**config.mk**
```make
export PLATFORM = sky130hd
export DESIGN_NAME = imd_prep
export DESIGN_NICKNAME = d
export VERILOG_FILES = /design/src/rtl/imd_pkg.sv /design/src/rtl/imd_prep.sv
export SDC_FILE = /design/constraint.sdc
export NUM_CORES = 1
export LEC_CHECK = 0
export ABC_AREA = 1
export BUFFER_PORTS_ARGS = -buffer_cell sky130_fd_sc_hd__buf_2
export CAP_MARGIN = 10
export CORE_UTILIZATION = 45
export CTS_CLUSTER_DIAMETER = 200
export DETAILED_ROUTE_END_ITERATION = 6
export GPL_TIMING_DRIVEN = 1
export PLACE_DENSITY = 0.75
export SYNTH_ARGS = -nofsm -noshare
export SYNTH_HDL_FRONTEND = slang
export SYNTH_SLANG_ARGS = --single-unit
```
**constraint.sdc**
```tcl
create_clock -name clk -period 5.47 [get_ports clk]
set_clock_uncertainty 0.05 [all_clocks]
set_input_delay 0.8205 -clock clk [delete_from_list [all_inputs] [get_ports clk]]
set_output_delay 0.8205 -clock clk [all_outputs]
set_load 0.05 [all_outputs]
```
**src/rtl/imd_pkg.sv**
```systemverilog
// Shared operation codes and pipeline payload type for the multiply/divide unit.
package imd_pkg;

	localparam int unsigned WORD_W = 32;
	localparam int unsigned OP_W   = 3;
	localparam int unsigned STEPS  = 32;

	localparam logic [OP_W-1:0] OP_MUL  = 3'd0;
	localparam logic [OP_W-1:0] OP_DIVU = 3'd1;
	localparam logic [OP_W-1:0] OP_REMU = 3'd2;
	localparam logic [OP_W-1:0] OP_DIV  = 3'd3;
	localparam logic [OP_W-1:0] OP_REM  = 3'd4;

	typedef struct packed {
		logic [OP_W-1:0]   op;
		logic              a_neg;
		logic              b_neg;
		logic [WORD_W-1:0] den;
		logic [WORD_W-1:0] rem;
		logic [WORD_W-1:0] num;
		logic [WORD_W-1:0] prod;
	} imd_data_t;

endpackage

```
**src/rtl/imd_prep.sv**
```systemverilog
// Entry stage: operand magnitudes, product low word and divider setup.
module imd_prep (
	input  logic                               clk,
	input  logic                               arst_n,
	input  logic                               in_valid,
	output logic                               in_ready,
	input  logic [imd_pkg::OP_W-1:0]           op,
	input  logic [imd_pkg::WORD_W-1:0]         operand_a,
	input  logic [imd_pkg::WORD_W-1:0]         operand_b,
	output logic                               out_valid,
	input  logic                               out_ready,
	output imd_pkg::imd_data_t                 out_data
);

	logic               valid_s1;
	imd_pkg::imd_data_t data_s1;
	imd_pkg::imd_data_t data_d;
	logic               is_signed;

	always_comb begin
		is_signed     = (op == imd_pkg::OP_DIV) || (op == imd_pkg::OP_REM);
		data_d.op     = op;
		data_d.a_neg  = operand_a[imd_pkg::WORD_W-1];
		data_d.b_neg  = operand_b[imd_pkg::WORD_W-1];
		data_d.num    = (is_signed && operand_a[imd_pkg::WORD_W-1]) ?
		                (~operand_a + 32'd1) : operand_a;
		data_d.den    = (is_signed && operand_b[imd_pkg::WORD_W-1]) ?
		                (~operand_b + 32'd1) : operand_b;
		data_d.rem    = '0;
		data_d.prod   = operand_a * operand_b;
	end

	assign in_ready  = !valid_s1 || out_ready;
	assign out_valid = valid_s1;
	assign out_data  = data_s1;

	always_ff @(posedge clk or negedge arst_n) begin
		if (!arst_n) begin
			valid_s1 <= 1'b0;
		end else if (in_ready) begin
			valid_s1 <= in_valid;
		end
	end

	always_ff @(posedge clk) begin
		if (in_ready && in_valid) begin
			data_s1 <= data_d;
		end
	end

endmodule

```
==> results.json <==
{
  "status": "finished, violations left",
  "violations": "setup timing",
  "slowest_delay_ps": 580,
  "yosys-top-cells-count": "inv_1 (783), nand2_1 (741), fa_1 (408)",
  "cts.reportedPaths.clkPinSlew_ps": 100,
  "critPathRequiredTime_ps": 5600,
  "routed_wl_mm": 65.46,
  "syn_inst": 2712,
  "synth_area_um2": 21710,
  "vias": 18810,
  "synth_ff_type": "edfxtp_1",
  "fin_crit_sh_pct": 122.8,
  "max_cap_violations": 0,
  "crit_fanout": 6,
  "use_met1_pct": 33.71,
  "rows": 80,
  "synth_top_cell_by_area": "fa_1",
  "die_area_um2": 49130,
  "fill_cells": 3788,
  "grt-ovfl-total": 0,
  "dp_hpwl_mm": 50.49,
  "wl_per_cell_um": 17.58,
  "initial_core_util_pct": 45.56,
  "viasPerCell": 5.050,
  "synth_area_leaders": "fa_1 (38%), edfxtp_1 (14%), inv_1 (14%)",
  "htree_levels": 3,
  "drc": 0,
  "cts_hold_buffers": 0,
  "die_h_um": 221.6,
  "numClockSinks": 102,
  "grt_max_degree": 53,
  "antenna_found_initial": 0,
  "worst_path_max_delay_cell": "fa_2",
  "path_common_cell": "fa_1",
  "io_pins": 206,
  "globalRouteMet3Util_pct": 5.844,
  "areaGrowthSynthToFinish_pct": 29.23,
  "relSlewSlack_pct": 40.97,
  "hold_viol": 0,
  "cp-start-kind": "input pin",
  "nNetsFinal": 3708,
  "placeableCoreArea_um2": 47650,
  "slew_viol_final": 0,
  "grt_pass1_wl_mm": 103.1,
  "place_congestion": 0.9468,
  "root_buffer": "clkbuf_16",
  "syn_area_per_cell_um2": 8.005,
  "firstDrtPassIters": 5,
  "cts_buffers": 9,
  "ys_seq_area_share_pct": 14.09,
  "setup-tns-final_ps": -21670,
  "cts_tree": "done",
  "seq_area_um2": 3058,
  "place_ws_ps": -1933,
  "layout_min_cycle_time_ps": 6717,
  "die_x_um": 221.6,
  "fin_area_um2": 28050,
  "placement.io_buffers": 173,
  "multi_input_area_um2": 16380,
  "use_met2_pct": 45.20,
  "yosysUniqueCellTypes": 50,
  "grt_pass1_vias": 19640,
  "drive_gt1_share_pct": 26.66,
  "gr-usage-all-layers_pct": 27.07,
  "whs_ps": 113.3,
  "drtIter0Drc": 1268,
  "ant_nets": 0,
  "synth_edf_count": 101,
  "crit_type": "input pin to register",
  "dpl_cell_area_um2": 25520,
  "clock_path_buffers": 2,
  "rsz0062_at_grt": "yes",
  "ys_ff_latch": 102,
  "clk_latency_ps": 410,
  "worstMarginPinSlew_ps": 876.2,
  "hold_class": "input pin to asynchronous set/reset pin",
  "yosysWarnings": 0,
  "finalSetupViolations": 23,
  "synth_top_area_share_pct": 37.62,
  "max_freq_mhz": 148.9,
  "end_kind": "register",
  "synthArstFlopShare_pct": 0.9804,
  "num_antenna_cells": 0,
  "yosysMostFrequentCell": "inv_1",
  "busiest_layer": "met2",
  "crit_arrival_ps": 6850,
  "fin_ws_ps": -1247
}
==> logic make-up after synthesis <==
logic type,share of synthesized area [%]
other,0.01727
adder cells (fa/ha/maj),44.83
AO/OA/AOI/OAI,2.628
buffers and inverters,17.38
AND/OR/NAND/NOR,17.15
XOR/XNOR,3.913
flip-flops,14.09
==> layout make-up <==
cell class              count  area share [%]
flip-flops and latches    102           10.90
well taps                 615           2.743
inverters                 788           10.62
repair buffers            517           16.22
multi-input cells        1686           58.38
clock buffers               9          0.8028
clock inverters             7          0.3345
==> routing by layer <==
layer	wire, µm	vias up
met5	0	-
met2	32070	889
li1	-	8435
met4	3014	0
met3	5608	207
met1	24770	9274
==> flip-flops by register name (all words and copies together) (netlist names) <==
| signal | cells |
|---|---|
| out_data | 101 |
| out_valid | 1 |
==> cell usage in the layout (no fill, tap or decap), types with 11 or more instances in the layout <==
cell type,n
nor2_1,67
ha_4,38
inv_2,58
a21oi_2,12
inv_1,724
xnor2_1,35
fa_2,45
nand2_1,684
conb_1,32
buf_2,136
xor2_1,57
ha_1,86
fa_1,363
buf_4,254
o21ai_0,18
nand2_2,35
a21oi_4,11
buf_6,60
buf_12,40
edfxtp_1,101
buf_8,18
nand2_4,22
nand3_1,40
a21oi_1,13
==> stage by stage <==
| step | std cells | util, % |
|---|---|---|
| final | 3724 | 58.88 |
| after global routing | 3724 | 58.88 |
| after global placement | 3639 | 53.56 |
| after floorplan | 2743 | - |
| after CTS | 3711 | 57.41 |
| after detailed placement | 3639 | 53.56 |
==> critical path: cells and delay by family <==
family / cells / cell delay [ps]
buffers and inverters: 9 / 780
AO/OA/AOI/OAI: 3 / 390
adder cells (fa/ha/maj): 9 / 4430
XOR/XNOR: 1 / 160
AND/OR/NAND/NOR: 3 / 250
==> worst paths after layout <==
kind | depth (start not counted) | endpoint | slack, ps | start
max | 25 | out_data[30] | -1250 | operand_a[18]
min | 1 | out_valid | 110 | arst_n
max reg2reg | 3 | out_data[97] | 3190 | out_valid
min reg2reg | 2 | out_valid | 570 | out_valid
max in group asynchronous | 1 | out_valid | 5180 | arst_n
min in group clk | 1 | out_data[130] | 550 | op[0]
==> timing repair <==
action	in CTS	in global routing
setup buffers	52	19
resized for setup	274	161
setup endpoints to repair	24	24
cloned	6	1
pin swaps	129	108
hold endpoints to repair	0	0
Power is left out: the tool's default activity adds up to more than one toggle a clock period on the data nets, which glitch-free logic cannot reach.
