### config.mk
export PLATFORM = sky130hd
export DESIGN_NAME = imd_post
export DESIGN_NICKNAME = d
export VERILOG_FILES = /design/src/rtl/imd_pkg.sv /design/src/rtl/imd_post.sv
export SDC_FILE = /design/constraint.sdc
export NUM_CORES = 1
export LEC_CHECK = 0
export ABC_AREA = 1
export BUFFER_PORTS_ARGS = -buffer_cell sky130_fd_sc_hd__buf_2
export CORE_MARGIN = 8
export CORE_UTILIZATION = 49
export DETAILED_ROUTE_END_ITERATION = 10
export GPL_ROUTABILITY_DRIVEN = 0
export PLACE_DENSITY = 0.82
export SYNTH_ARGS = -nofsm -noshare
export SYNTH_HDL_FRONTEND = slang
export SYNTH_SLANG_ARGS = --single-unit
### constraint.sdc
create_clock -name clk -period 3.33 [get_ports clk]
set_input_delay 0.1665 -clock clk [delete_from_list [all_inputs] [get_ports clk]]
set_output_delay 0.1665 -clock clk [all_outputs]
set_load 0.01 [all_outputs]
### src/rtl/imd_pkg.sv
// Shared operation codes and pipeline payload type for the multiply/divide unit.
package imd_pkg;

	localparam int unsigned WORD_W = 32;
	localparam int unsigned OP_W   = 3;
	localparam int unsigned STEPS  = 32;

	localparam logic [OP_W-1:0] OP_MUL  = 3'd0;
	localparam logic [OP_W-1:0] OP_DIVU = 3'd1;
	localparam logic [OP_W-1:0] OP_REMU = 3'd2;
	localparam logic [OP_W-1:0] OP_DIV  = 3'd3;
	localparam logic [OP_W-1:0] OP_REM  = 3'd4;

	typedef struct packed {
		logic [OP_W-1:0]   op;
		logic              a_neg;
		logic              b_neg;
		logic [WORD_W-1:0] den;
		logic [WORD_W-1:0] rem;
		logic [WORD_W-1:0] num;
		logic [WORD_W-1:0] prod;
	} imd_data_t;

endpackage

### src/rtl/imd_post.sv
// Result stage: select the result word, apply signs, drive the output register.
module imd_post (
	input  logic                       clk,
	input  logic                       arst_n,
	input  logic                       in_valid,
	output logic                       in_ready,
	input  imd_pkg::imd_data_t         in_data,
	output logic                       out_valid,
	input  logic                       out_ready,
	output logic [imd_pkg::WORD_W-1:0] result
);

	logic                       valid_q;
	logic [imd_pkg::WORD_W-1:0] result_q;
	logic [imd_pkg::WORD_W-1:0] result_d;

	always_comb begin
		case (in_data.op)
			imd_pkg::OP_MUL:  result_d = in_data.prod;
			imd_pkg::OP_DIVU: result_d = in_data.num;
			imd_pkg::OP_REMU: result_d = in_data.rem;
			imd_pkg::OP_DIV:  result_d = (in_data.a_neg ^ in_data.b_neg) ?
			                             (~in_data.num + 32'd1) : in_data.num;
			imd_pkg::OP_REM:  result_d = in_data.a_neg ?
			                             (~in_data.rem + 32'd1) : in_data.rem;
			default:          result_d = '0;
		endcase
	end

	assign in_ready  = !valid_q || out_ready;
	assign out_valid = valid_q;
	assign result    = result_q;

	always_ff @(posedge clk or negedge arst_n) begin
		if (!arst_n) begin
			valid_q <= 1'b0;
		end else if (in_ready) begin
			valid_q <= in_valid;
		end
	end

	always_ff @(posedge clk) begin
		if (in_ready && in_valid) begin
			result_q <= result_d;
		end
	end

endmodule

==> results.cfg <==
[synthesis]
ys_warn_count = 0
yosys-mux-area-fraction = 0
synth_compound_area_frac = 0.168
synthAdderAreaFrac = 0.00641
yosys.area_share.simple = 0.466
syn_area_um2 = 3900
synthesis.nets = 784
syn_inst = 645
synth_top_family_by_area = simple AND/OR/NAND/NOR gates
synth_seq_area_share = 0.253
avgSynthCellArea_um2 = 6.05
synth_xor_area_frac = 0
ys_types = 34
ys_seq_elements = 33

[timing]
hold_ws_ps = 113
rsz0062_at_grt = no
drv_slew = 0
tns_ps = 0
tightest_slew_ps = 996
period_needed_ps = 1990
finalSetupViolations = 0
fmax_mhz = 504
hold_violations = 0
period_share = 0.596
relSlewSlack = 0.335
fin_worst_skew_ps = 14.2

[global_routing]
antenna_found_initial = 0
grt.total_usage = 0.249
grt_pass1_wl_um = 22700
globalRoute.totalOverflow = 0
grt_pass1_vias = 4706
grt_max_degree = 40

[placement]
place.detailed.hpwl_um = 11600
port_buffers = 138

[clock_network]
root_buffer = clkbuf_8
cts_max_level = 2
cts_setup_buffers = 0
clkTransAtPathRegs_ps = 60
cts_tree = yes
numClockSinks = 33
cts_buffers = 5
insertion_delay_ps = 290
cts_buffer_depth = 2

[floorplan]
die_h_um = 105
std_cell_rows = 32
dieArea_um2 = 11100
start_util = 0.505
num_io_pins = 171
die_w_um = 105
fp.coreArea_um2 = 7730

[critical_path]
start_kind = primary input
cpLargestDelayFamily = buffers and inverters
worstPathRequired_ps = 3340
critPathKind = primary input to flip-flop
endpoint_kind = flip-flop
critPathMaxFanout = 39
cp_data_arrival_time_ps = 1990
path_buf_inv = 3
slowest_delay_ps = 520
crit_path_cell_trace = buf_2 > inv_2 > nand2_2 > nand2_4 > inv_6 > o21ai_0 > nand2_1 > nand2_1 > nand3_1 > nand3_1
slowest_stage = buf_2

[worst_hold_path]
hold_class = primary input to flip-flop

[layout]
areaGrowthSynthToFinish_pct = 21.1
layout.nets = 912
nFillCells = 764
antenna_cells = 0
drive_above_1_share = 0.229

[power_and_ir_drop]
power_density_nw_per_um2 = 270
power.total_uw = 1270
ir_worst_vdd_uv = 143
leakagePower_uw = 0.00226

[routing]
post_drt_wl_per_cell_um = 16.6
drt_pass1_iterations = 8
antenna_left = 0
drc = 0
routed_via_density = 5.83
vias = 5107
wl_um = 14500
initialDrtViolationCount = 611

[job]
drv_cap = 0

[run_status]
outcome = complete, no violations
-- tightest hold or removal path, cell delays in order --
cell	delay, ps
buf_2	80
inv_1	60
nand2_1	60
-- sequential cells by signal, indices dropped and copies added (netlist names) --
register and count:
out_valid 1, result 32
-- report_power, final --
part           switching, uW  total, uW  internal (uW)
combinational            306        467            161
sequential              6.61        506            499
clock                    156        301            145
total                    469       1270            806
-- worst paths after layout --
path	from	endpoint	slack [ps]	depth (start not counted)
max in group asynchronous	arst_n	out_valid	3050	2
setup reg to reg	out_valid	result[4]	1720	1
hold / removal	in_valid	out_valid	110	3
min in group asynchronous	arst_n	out_valid	190	2
hold reg to reg	out_valid	out_valid	580	2
setup / recovery	in_data[129]	result[20]	1340	10
-- logic make-up (layout without fill, tap and decap cells) --
family	Yosys count	after routing
AND/OR/NAND/NOR	408	408
AO/OA/AOI/OAI	105	105
buffers and inverters	97	226
flip-flops	33	33
adder cells (fa/ha/maj)	2	2
-- synthesized netlist by cell type --
| master | instances | area [um^2] |
|---|---|---|
| a21oi_1 | 26 | 130 |
| a221oi_1 | 20 | 175 |
| a31oi_1 | 1 | 6.26 |
| and2_2 | 1 | 7.51 |
| buf_2 | 12 | 60.1 |
| buf_4 | 3 | 22.5 |
| buf_6 | 3 | 33.8 |
| clkbuf_1 | 3 | 11.3 |
| dfrtp_1 | 1 | 25.0 |
| edfxtp_1 | 32 | 961 |
| ha_1 | 2 | 25.0 |
| inv_1 | 70 | 263 |
| inv_2 | 5 | 18.8 |
| inv_6 | 1 | 8.76 |
| nand2_1 | 157 | 589 |
| nand2_2 | 4 | 25.0 |
| nand2_4 | 2 | 22.5 |
| nand3_1 | 114 | 571 |
| nand3_2 | 4 | 40.0 |
| nand3b_1 | 4 | 30.0 |
| nand4_1 | 13 | 81.3 |
| nor2_1 | 99 | 372 |
| nor2_2 | 3 | 18.8 |
| nor2_4 | 3 | 33.8 |
| nor3_1 | 2 | 10.0 |
| nor3_2 | 1 | 10.0 |
| o2111ai_1 | 1 | 8.76 |
| o211ai_1 | 10 | 75.1 |
| o21ai_0 | 24 | 120 |
| o21ai_1 | 10 | 50.1 |
| o21ai_2 | 3 | 26.3 |
| o221ai_1 | 1 | 8.76 |
| o22ai_1 | 9 | 56.3 |
| or2_2 | 1 | 6.26 |
-- metrics by stage --
| stage | area (um^2) | setup WS, ps | cells | utilization |
|---|---|---|---|---|
| final | 4730 | 1340 | 876 | 0.612 |
| after global routing | 4730 | 1130 | 876 | 0.612 |
| after CTS | 4730 | 1440 | 876 | 0.612 |
| after detailed placement | 4630 | 1120 | 867 | 0.600 |
| after global placement | 4630 | 1150 | 867 | 0.600 |
| after floorplan | 3900 | 859 | 645 | - |
-- repair_timing --
| action | in CTS | in global routing |
|---|---|---|
| endpoints found under the setup margin | 0 | 0 |
| hold endpoints to repair | 1 | 0 |
| hold buffers | 1 | 0 |
| resized for setup | 0 | 0 |
-- cell type report --
cell class              instances  area (um^2)  area share
multi-input cells             515         2520       0.532
clock inverters                 2         10.0     0.00212
inverters                      76          290      0.0614
repair buffers                142          723       0.153
well taps                     102          128      0.0270
flip-flops and latches         33          986       0.209
clock buffers                   6         72.6      0.0154
-- metal layers --
metal	vias to the layer above	GRT usage	wire length (um)
met5	-	0	0
met4	0	0.0826	434
met3	38	0.0530	1900
met2	341	0.390	6410
met1	2260	0.332	5770
li1	2468	-	-
-- placed cells by master, fill, tap and decap left out, types with 5 or more instances in the layout --
| master | netlist | layout |
|---|---|---|
| nand2_1 | 157 | 157 |
| buf_2 | 12 | 138 |
| nand3_1 | 114 | 114 |
| nor2_1 | 99 | 99 |
| inv_1 | 70 | 70 |
| edfxtp_1 | 32 | 32 |
| a21oi_1 | 26 | 25 |
| o21ai_0 | 24 | 24 |
| a221oi_1 | 20 | 20 |
| nand4_1 | 13 | 13 |
| o21ai_1 | 10 | 10 |
| o211ai_1 | 10 | 10 |
| o22ai_1 | 9 | 9 |
| inv_2 | 5 | 5 |
| clkbuf_8 | 0 | 5 |
Note: power is estimated with default switching activity, not from simulation.
