[src/rtl/imd_pkg.sv]
// Shared operation codes and pipeline payload type for the multiply/divide unit.
package imd_pkg;

	localparam int unsigned WORD_W = 32;
	localparam int unsigned OP_W   = 3;
	localparam int unsigned STEPS  = 32;

	localparam logic [OP_W-1:0] OP_MUL  = 3'd0;
	localparam logic [OP_W-1:0] OP_DIVU = 3'd1;
	localparam logic [OP_W-1:0] OP_REMU = 3'd2;
	localparam logic [OP_W-1:0] OP_DIV  = 3'd3;
	localparam logic [OP_W-1:0] OP_REM  = 3'd4;

	typedef struct packed {
		logic [OP_W-1:0]   op;
		logic              a_neg;
		logic              b_neg;
		logic [WORD_W-1:0] den;
		logic [WORD_W-1:0] rem;
		logic [WORD_W-1:0] num;
		logic [WORD_W-1:0] prod;
	} imd_data_t;

endpackage

[src/rtl/imd_div_stage.sv]
// One restoring division step: shift in a dividend bit, trial subtract, record quotient bit.
module imd_div_stage (
	input  logic               clk,
	input  logic               arst_n,
	input  logic               in_valid,
	output logic               in_ready,
	input  imd_pkg::imd_data_t in_data,
	output logic               out_valid,
	input  logic               out_ready,
	output imd_pkg::imd_data_t out_data
);

	logic               valid_s1;
	imd_pkg::imd_data_t data_s1;
	imd_pkg::imd_data_t data_d;
	logic [imd_pkg::WORD_W:0] trial;
	logic [imd_pkg::WORD_W:0] diff;
	logic                     ge;

	always_comb begin
		trial       = {in_data.rem, in_data.num[imd_pkg::WORD_W-1]};
		diff        = trial - {1'b0, in_data.den};
		ge          = !diff[imd_pkg::WORD_W];
		data_d      = in_data;
		data_d.rem  = ge ? diff[imd_pkg::WORD_W-1:0] : trial[imd_pkg::WORD_W-1:0];
		data_d.num  = {in_data.num[imd_pkg::WORD_W-2:0], ge};
	end

	assign in_ready  = !valid_s1 || out_ready;
	assign out_valid = valid_s1;
	assign out_data  = data_s1;

	always_ff @(posedge clk or negedge arst_n) begin
		if (!arst_n) begin
			valid_s1 <= 1'b0;
		end else if (in_ready) begin
			valid_s1 <= in_valid;
		end
	end

	always_ff @(posedge clk) begin
		if (in_ready && in_valid) begin
			data_s1 <= data_d;
		end
	end

endmodule

[config.mk]
export PLATFORM = sky130hd
export DESIGN_NAME = imd_div_stage
export DESIGN_NICKNAME = d
export VERILOG_FILES = /design/src/rtl/imd_pkg.sv /design/src/rtl/imd_div_stage.sv
export SDC_FILE = /design/constraint.sdc
export NUM_CORES = 1
export LEC_CHECK = 0
export BUFFER_PORTS_ARGS = -buffer_cell sky130_fd_sc_hd__buf_4
export CAP_MARGIN = 30
export CORE_ASPECT_RATIO = 1.25
export CORE_MARGIN = 10
export CORE_UTILIZATION = 45
export DETAILED_ROUTE_END_ITERATION = 12
export GPL_ROUTABILITY_DRIVEN = 1
export PLACE_DENSITY = 0.79
export SLEW_MARGIN = 20
export SYNTH_ARGS = -nofsm -noshare
export SYNTH_HDL_FRONTEND = slang
export SYNTH_SLANG_ARGS = --single-unit
[constraint.sdc]
create_clock -name clk -period 5.5 [get_ports clk]
set_input_delay 0 -clock clk [delete_from_list [all_inputs] [get_ports clk]]
set_output_delay 0 -clock clk [all_outputs]
set_load 0.02 [all_outputs]
==> flow_summary.yaml, run 1 <==
layout:
  fin_nets: 1080
  drive_above_1_share: 0.355
  nFillCells: 790
  syn2layout_area_growth_pct: 63.8
  n_antenna_cell: 0
detailed_routing:
  drc: 0
  vias: 6136
  via_per_inst: 5.57
  detail-route-antenna-nets: 0
  wl_per_cell_microns: 24.7
  wl_microns: 27200
  drtPass1Iterations: 6
  drtIter0Drc: 738
timing:
  holdWs_ns: 0.296
  tightest_slew_ns: 0.804
  max_freq_mhz: 255
  drv_slew: 0
  rsz0062_at_grt: "no"
  setup_viol: 0
  fin_ws_ns: 1.59
  min_period_over_period: 0.712
  finalHoldViolCount: 0
  slew-limit-headroom: 0.464
  timing.setup.tns_ns: 0
  fin_skew_ns: 0.00953
  min_period_ns: 3.91
global_routing:
  grt_max_degree: 74
  grt_pass1_wl_microns: 39800
  track_usage: 0.264
  first_global_vias: 6405
  antenna_found_initial: 0
  globalRouteOverflowTotal: 0
logic_synthesis:
  yosys_warnings: 0
  synth-seq-area-share: 0.619
  synth.area.mux_share: 0.0416
  synth_cell_types: 50
  synthTopCellsByArea: "edfxtp_1 (62%), ha_1 (6.2%), mux2_4 (4.2%)"
  synth_area_leader_cell: "edfxtp_1"
  synth_area_sq_mm: 0.00649
  synth-compound-area-share: 0.123
  avgSynthCellArea_sq_um: 13.1
  synth_simple_gate_area_frac: 0.0827
  synth_fa_ha_area_frac: 0.0648
  synth_top_area_frac: 0.615
  synth_seq_cells: 134
  syn_inst: 497
  synthFlopType: "edfxtp_1"
  synthArstFlopShare: 0.00746
  synth-xor-area-share: 0.0324
  synth_common_cells: "edfxtp_1 (133), nand2_1 (44), inv_1 (41)"
  synthMostInstantiatedCell: "edfxtp_1"
  synth_top_family_by_area: "compound AO/OA/AOI/OAI gates"
  syn-num-nets: 667
  synth_edf_count: 133
die:
  dieArea_sq_mm: 0.0197
  core-area_sq_mm: 0.0143
  die_h_microns: 154
  ios: 272
  die_w_microns: 127
  start_util: 0.454
  rows: 49
critical_path:
  cp_max_fo: 28
  crit_path_end_kind: "register"
  crit_required_ns: 5.67
  arrival_ns: 4.08
  worst-setup-path-type: "in -> reg"
  cp-start-kind: "input port"
clocking:
  cts_max_level: 4
  clk_latency_ns: 0.43
  root_buffer: "clkbuf_16"
  path_clk_slew_ns: 0.07
  cts_sinks: 134
  cts_tree: "built"
  clockBufferDepth: 2
  cts_resized: 0
  numCtsBuffers: 17
hold_path:
  hold_path_class: "in -> reg"
power_and_ir_drop:
  ir_drop_mv: 0.203
  p_per_area_mw_per_mm2: 295
  p_leak_uw: 0.00468
status:
  outcome: "complete, no violations"
placement:
  globalplace.congestion: 0.860
  post-place-ws_ns: 1.95
  port_buffers: 271
  dpl.hpwl_microns: 16800
run:
  cap_violations: 0
==> per-layer routing <==
| layer | vias up | GRT usage | wire length [microns] |
|---|---|---|---|
| li1 | 2676 | - | - |
| met3 | 67 | 0.0971 | 3020 |
| met1 | 2957 | 0.279 | 9390 |
| met4 | 0 | 0.0983 | 952 |
| met5 | - | 0 | 0 |
| met2 | 436 | 0.467 | 13900 |
==> registers in the layout, indices dropped and copies added (netlist names) <==
name	flops
out_data	133
out_valid	1
==> critical path: stages <==
cell and delay (ns):
dlygate4sd3_1 0.58, buf_4 0.16, ha_1 0.41, a21oi_2 0.30, o211ai_1 0.14, a221o_1 0.34, a211o_1 0.29, o21a_1 0.22
o211ai_4 0.66, inv_2 0.51, mux2_4 0.44
==> timing repair <==
item	in CTS	in global routing
hold endpoints to repair	134	0
hold buffers	136	0
buffers inserted	0	0
==> placed cells by master, fill, tap and decap left out, types with 15 or more instances in the layout <==
cell	synthesis	layout
nor2_1	16	16
a21oi_1	34	34
buf_4	0	272
dlygate4sd3_1	0	136
edfxtp_1	133	133
nand2_1	44	44
mux2_4	18	18
a21o_1	15	15
o21ai_0	24	24
inv_1	41	41
ha_1	32	32
clkbuf_16	0	17
==> per-stage QoR <==
step	total power (uW)	cells	util	instance area, sq um
global route	3230	1101	0.745	10600
global placement	1890	932	0.608	8680
finish	3140	1101	0.745	10600
floorplan	1650	497	-	6490
CTS	3080	1100	0.743	10600
detailed placement	1910	932	0.608	8680
==> path summary, 6_finish.rpt <==
kind,start,endpoint,slack (ns),cells past startpoint
max reg2reg,out_valid$_DFFE_PN0N_,out_data[99]$_DFFE_PP_,3.12,4
max,in_data[76],out_data[83]$_DFFE_PP_,1.59,11
min in group asynchronous,arst_n,out_valid$_DFFE_PN0N_,0.46,3
min reg2reg,out_valid$_DFFE_PN0N_,out_data[31]$_DFFE_PP_,1.17,2
min,in_data[35],out_data[36]$_DFFE_PP_,0.30,2
max in group asynchronous,arst_n,out_valid$_DFFE_PN0N_,4.91,3
==> logic make-up (layout without fill, tap and decap cells) <==
logic type | after synthesis | count (layout)
compound gates | 120 | 120
fa+ha+maj | 33 | 33
buf+inv | 57 | 483
flops | 134 | 134
simple gates | 111 | 111
xor+xnor | 24 | 24
mux | 18 | 18
==> final cells by class <==
type                            instances  area, sq um  share of cell area
Clock buffer                           19          443              0.0416
Clock inverter                         13          125              0.0118
Inverter                               42          158              0.0148
Multi-Input combinational cell        306         2240               0.210
Sequential cell                       134         4020               0.378
Tap cell                              178          223              0.0209
Timing Repair Buffer                  409         3430               0.323
==> where the power goes <==
part	total, uW	switching, uW	leakage, uW	internal (uW)
Clock	1120	480	0.000267	639
Sequential	1250	28.9	0.00128	1220
Combinational	771	414	0.00314	358
Total	3140	922	0.00468	2220
Power figures use the tool's default switching activity.
==> run 2: changes to the inputs <==
--- a/config.mk
+++ b/config.mk
@@ -9,10 +9,10 @@
 export CAP_MARGIN = 30
 export CORE_ASPECT_RATIO = 1.25
 export CORE_MARGIN = 10
-export CORE_UTILIZATION = 45
+export CORE_UTILIZATION = 44
 export DETAILED_ROUTE_END_ITERATION = 12
 export GPL_ROUTABILITY_DRIVEN = 1
-export PLACE_DENSITY = 0.79
+export PLACE_DENSITY = 0.8
 export SLEW_MARGIN = 20
 export SYNTH_ARGS = -nofsm -noshare
 export SYNTH_HDL_FRONTEND = slang
==> constraint.sdc (replaced) <==
create_clock -name clk -period 3.6 [get_ports clk]
set_input_delay 0 -clock clk [delete_from_list [all_inputs] [get_ports clk]]
set_output_delay 0 -clock clk [all_outputs]
set_load 0.02 [all_outputs]
==> run 2 against run 1 <==
Effect of this change: sequential power grew 52%; global-route usage decreased by 1.8 points; cell area is 0.34% higher; cell count is 0.27% higher; die area is 1.9% higher; clock skew up 0.0022 ns; critical path depth up 1; via count decreased by 5.2%; largest cell class unchanged.
==> flow_summary.yaml, run 2 (synthesis gave the netlist of run 1 again) <==
timing:
  slew-limit-headroom: 0.577
  timing.setup.tns_ns: 0
  min_period_ns: 3.32
  rsz0062_at_grt: "no"
  drv_slew: 0
  min_period_over_period: 0.921
  max_freq_mhz: 302
  fin_skew_ns: 0.0118
  setup_viol: 0
  finalHoldViolCount: 0
  tightest_slew_ns: 0.633
placement:
  globalplace.congestion: 0.915
  dpl.hpwl_microns: 16400
  dp.cells: 935
  port_buffers: 271
detailed_routing:
  wl_per_cell_microns: 22.9
  via_per_inst: 5.27
  vias: 5817
  detail-route-antenna-nets: 0
  drtIter0Drc: 482
  drtPass1Iterations: 5
  wl_microns: 25200
  drc: 0
die:
  dieArea_sq_mm: 0.0200
  die_h_microns: 156
  die_w_microns: 129
  core-area_sq_mm: 0.0144
  ios: 272
  rows: 49
  start_util: 0.451
power_and_ir_drop:
  combPwrFrac: 0.238
  internal_power_uw: 3460
  p_clk_frac: 0.366
  seq_power_share: 0.395
  p_leak_uw: 0.00470
  swShare: 0.282
  p_per_area_mw_per_mm2: 451
  p_switching_uw: 1360
  ir_drop_mv: 0.287
layout:
  final_cell_mix: "buf_4 (274), dlygate4sd3_1 (136), edfxtp_1 (133)"
  final_common_cell: "buf_4"
  syn2layout_area_growth_pct: 64.4
  nFillCells: 872
  final_cells: 1104
  largest_reg_flops: 133
  fin_nets: 1082
  drive_above_1_share: 0.357
hold_path:
  hold_path_class: "in -> reg"
global_routing:
  first_global_vias: 6352
  globalRouteOverflowTotal: 0
  track_usage: 0.247
  grt_pass1_wl_microns: 37800
  antenna_found_initial: 0
  grt_max_degree: 47
clocking:
  clk_latency_ns: 0.42
  cts_tree: "built"
  clockBufferDepth: 2
  cts_sinks: 134
  cts_setup_buffers: 0
  numCtsBuffers: 17
  cts_max_level: 4
  path_clk_slew_ns: 0.06
  root_buffer: "clkbuf_16"
critical_path:
  crit_required_ns: 3.77
  cp-start-kind: "input port"
  crit_slowest_cell: "dlygate4sd3_1"
  cpMostUsedCell: "o211ai_1"
  cp_max_fo: 20
  arrival_ns: 3.49
  crit_path_end_kind: "register"
  cp_slowest_stage_delay_ns: 0.58
  path_cells: "dlygate4sd3_1 > buf_4 > inv_1 > ha_1 > a21oi_4 > o211ai_1 > a221o_1 > a211o_1 > o211ai_1 > o211ai_4 > inv_2 > mux2_4"
  worst-setup-path-type: "in -> reg"
status:
  outcome: "complete, no violations"
run:
  cap_violations: 0
==> run 2: cell count changes in the layout (fill, tap and decap cells not counted), sizes merged <==
cell	change
clkinvlp	-1
diode	+1
bufinv	+1
buf	+2
==> run 2: repair_timing <==
action | 4_1_cts | 5_1_grt
resized for setup | 0 | 0
hold buffers | 136 | 0
hold endpoints to repair | 134 | 0
==> run 2: cell type report <==
type	instances	area, sq um	share of cell area
Clock inverter	13	151	0.0142
Multi-Input combinational cell	306	2240	0.210
Tap cell	178	223	0.0209
Sequential cell	134	4020	0.377
Clock buffer	19	443	0.0415
Inverter	42	158	0.0148
Timing Repair Buffer	411	3440	0.322
Antenna cell	1	2.50	0.000234
==> run 2: through the flow <==
stage               total power [uW]  setup slack (ns)  area [sq um]  hold WS, ns  utilization
floorplan                       2510             0.766          6490       -0.296            -
global placement                2890             0.630          8710       -0.224        0.605
detailed placement              2920             0.565          8710       -0.223        0.605
CTS                             4780             0.417         10700        0.279        0.741
global route                    4990             0.213         10700        0.290        0.741
finish                          4810             0.284         10700        0.303        0.741
==> run 2: critical path: cells and delay by family <==
family                     cells  cell delay, ns
AOI/OAI and AO/OA              6            1.44
buffers and inverters          4            1.25
adders and majority gates      1            0.41
muxes                          1            0.37
==> run 2: power by group through the flow <==
stage | sequential [uW] | clock (uW) | combinational (uW)
global route | 1910 | 1860 | 1220
floorplan | 2060 | 0 | 450
global placement | 1920 | 0 | 973
finish | 1900 | 1760 | 1150
CTS | 1900 | 1760 | 1120
detailed placement | 1930 | 0 | 992
==> run 2: per-layer routing <==
layer | global-route usage | vias to the layer above | wire length [microns]
met5 | 0 | - | 0
met4 | 0.0967 | 0 | 752
met3 | 0.0785 | 48 | 2130
met2 | 0.442 | 291 | 13400
met1 | 0.260 | 2792 | 8920
li1 | - | 2686 | -
==> run 2: final timing paths <==
check | startpoint | to | slack [ns] | cells past startpoint
worst max-delay path | in_data[112] | out_data[84]$_DFFE_PP_ | 0.28 | 12
worst min register to register | out_valid$_DFFE_PN0N_ | out_data[23]$_DFFE_PP_ | 1.07 | 2
worst max register to register | out_valid$_DFFE_PN0N_ | out_data[20]$_DFFE_PP_ | 1.70 | 3
min in group asynchronous | arst_n | out_valid$_DFFE_PN0N_ | 0.45 | 3
worst min-delay path | in_data[44] | out_data[45]$_DFFE_PP_ | 0.30 | 2
max in group asynchronous | arst_n | out_valid$_DFFE_PN0N_ | 3.05 | 3
==> run 3: changes to the inputs <==
--- a/config.mk
+++ b/config.mk
@@ -5,11 +5,12 @@
 export SDC_FILE = /design/constraint.sdc
 export NUM_CORES = 1
 export LEC_CHECK = 0
+export ABC_AREA = 1
 export BUFFER_PORTS_ARGS = -buffer_cell sky130_fd_sc_hd__buf_4
 export CAP_MARGIN = 30
 export CORE_ASPECT_RATIO = 1.25
 export CORE_MARGIN = 10
-export CORE_UTILIZATION = 44
+export CORE_UTILIZATION = 45
 export DETAILED_ROUTE_END_ITERATION = 12
 export GPL_ROUTABILITY_DRIVEN = 1
 export PLACE_DENSITY = 0.8
==> run 3 against run 2 <==
Effect of this change: synthesized cell count grew 65%; flip-flop and latch count did not move; clock skew decreased by 0.0027 ns; critical path depth grew 5; largest cell class unchanged; highest routed layer unchanged.
==> flow_summary.yaml, run 3 <==
critical_path:
  path_cells: "dlygate4sd3_1 > buf_4 > inv_1 > ha_1 > fa_1 > inv_1 > nand2_1 > nand2_1 > nand3_1 > nand2_2 > nand2_1 > nand2_2 > nand2_2 > nand3_1 > nand2_4 > nand2_1 > nand2_1"
  arrival_ns: 2.60
  cp_max_fo: 33
  r2r_slack_ns: 1.96
  crit_path_end_kind: "register"
  cp-start-kind: "input port"
  cpMostUsedCell: "nand2_1"
  crit_buf_inv: 4
  worst-setup-path-type: "in -> reg"
  cp_slowest_stage_delay_ns: 0.53
  r2r_end: "out_data[45]$_DFFE_PP_"
  timing.rr.start: "out_valid$_DFFE_PN0N_"
  worst_r2r_path_depth: 2
  crit_slowest_cell: "dlygate4sd3_1"
  crit_required_ns: 3.77
  critical-path-top-delay-family: "simple AND/OR/NAND/NOR gates"
logic_synthesis:
  synthArstFlopShare: 0.00746
  synth_cell_types: 24
  synthTopCellsByArea: "edfxtp_1 (55%), nand2_1 (18%), inv_1 (8.3%)"
  synthMostInstantiatedCell: "nand2_1"
  avgSynthCellArea_sq_um: 8.77
  synth_area_leader_cell: "edfxtp_1"
  synth_common_cells: "nand2_1 (337), inv_1 (160), edfxtp_1 (133)"
  synth_area_sq_mm: 0.00721
  syn_inst: 822
  syn-num-nets: 992
  synth_top_area_frac: 0.554
  synth-seq-area-share: 0.557
  synthFlopType: "edfxtp_1"
  synth_edf_count: 133
  synth_seq_cells: 134
  yosys_warnings: 0
placement:
  dpl.hpwl_microns: 19500
  globalplace.congestion: 0.918
  dp.cells: 1300
  port_buffers: 271
clocking:
  path_clk_slew_ns: 0.06
  root_buffer: "clkbuf_16"
  numCtsBuffers: 17
  cts_resized: 0
  cts_sinks: 134
  clockBufferDepth: 2
  cts_max_level: 4
  cts_tree: "built"
  clk_latency_ns: 0.43
hold_path:
  hold_path_depth: 5
  hold_end: "out_data[65]$_DFFE_PP_"
  hold_path_class: "in -> reg"
  min-delay-start: "in_data[95]"
layout:
  final_cell_mix: "nand2_1 (337), buf_4 (271), inv_1 (160)"
  final_cells: 1469
  drive_above_1_share: 0.253
  nFillCells: 1091
  fin_nets: 1413
  final-seq-area_sq_mm: 0.00402
  largest_reg_flops: 133
  syn2layout_area_growth_pct: 59.0
  final_common_cell: "nand2_1"
  multi_input_area_sq_mm: 0.00253
die:
  dieArea_sq_mm: 0.0215
  ios: 272
  die_h_microns: 162
  core-area_sq_mm: 0.0156
  die_w_microns: 133
  start_util: 0.461
  rows: 51
timing:
  slew-limit-headroom: 0.507
  setup_viol: 0
  drv_slew: 0
  finalHoldViolCount: 0
  rsz0062_at_grt: "no"
  timing.setup.tns_ns: 0
  min_period_ns: 2.42
  tightest_slew_ns: 0.740
  holdWs_ns: 0.274
  min_period_over_period: 0.673
  fin_skew_ns: 0.00901
  max_freq_mhz: 413
status:
  outcome: "complete, no violations"
global_routing:
  globalRouteOverflowTotal: 0
  antenna_found_initial: 1
  track_usage: 0.262
  grt_max_degree: 134
  grt_pass1_wl_microns: 43200
  first_global_vias: 7345
detailed_routing:
  wl_per_cell_microns: 19.5
  detail-route-antenna-nets: 0
  drtIter0Drc: 578
  vias: 7087
  drtPass1Iterations: 5
  via_per_inst: 4.82
  drc: 0
  wl_microns: 28700
run:
  cap_violations: 0
power_and_ir_drop:
  p_per_area_mw_per_mm2: 433
  ir_drop_mv: 0.240
  total_power_uw: 4960
  p_leak_uw: 0.00578
run 3: cell types whose count changed after synthesis, moves of 11 or more:
cell,change
mux2_4,-18
inv_1,+119
clkbuf_1,-11
nand3_1,+20
nand2_1,+293
a21o_1,-15
xnor2_1,-13
o21ai_0,-24
nor2_1,+23
run 3: kinds of logic after synthesis:
| kind of cell | count (synthesis) | share of synthesized area |
|---|---|---|
| simple gates | 440 | 0.247 |
| buf+inv | 167 | 0.0932 |
| flops | 134 | 0.557 |
| compound gates | 33 | 0.0264 |
| fa+ha+maj | 33 | 0.0583 |
| xor+xnor | 15 | 0.0182 |
run 3: area by class of cell:
class | count | share of cell area
Multi-Input combinational cell | 521 | 0.221
Antenna cell | 1 | 0.000218
Clock buffer | 18 | 0.0374
Sequential cell | 134 | 0.350
Tap cell | 212 | 0.0231
Clock inverter | 14 | 0.0175
Inverter | 161 | 0.0527
Timing Repair Buffer | 408 | 0.298
run 3: per-stage QoR:
step                      cell area (sq um)  worst slack (ns)   util
after floorplan                        7220             0.453      -
after global placement                 9470              1.45  0.606
after detailed placement               9470              1.35  0.606
after CTS                             11500              1.24  0.733
after global routing                  11500             0.959  0.733
final                                 11500              1.18  0.733
run 3: metal layers:
metal	up-vias	share of wire	global-route usage
met5	-	0	0
met4	0	0.024	0.0808
met3	38	0.073	0.0701
met2	324	0.52	0.479
met1	3292	0.38	0.288
li1	3433	-	-
run 3: worst max path at each step:
stage	endpoint	start	cells past startpoint
final	out_data[76]$_DFFE_PP_	in_data[63]	17
after global routing	out_data[91]$_DFFE_PP_	in_data[63]	17
after CTS	out_data[86]$_DFFE_PP_	in_data[63]	17
after detailed placement	out_data[85]$_DFFE_PP_	in_data[63]	16
after global placement	out_data[92]$_DFFE_PP_	in_data[63]	16
after floorplan	out_data[0]$_DFFE_PP_	out_valid$_DFFE_PN0N_	1
run 3: repair_timing:
item,4_1_cts,5_1_grt
hold buffers,136,0
hold endpoints to repair,134,0
setup buffers,0,0
run 3: tightest hold or removal path, delay by kind of cell:
kind / cells / cell delay, ns
AND/OR/NAND/NOR: 4 / 0.49
buffers and inverters: 1 / 0.09
run 3: report_power, final:
part	total, uW	leakage, uW	internal [uW]	switching [uW]
combinational	1170	0.00420	489	679
clock	1900	0.000303	1170	729
sequential	1900	0.00128	1860	40.3
total	4960	0.00578	3520	1450
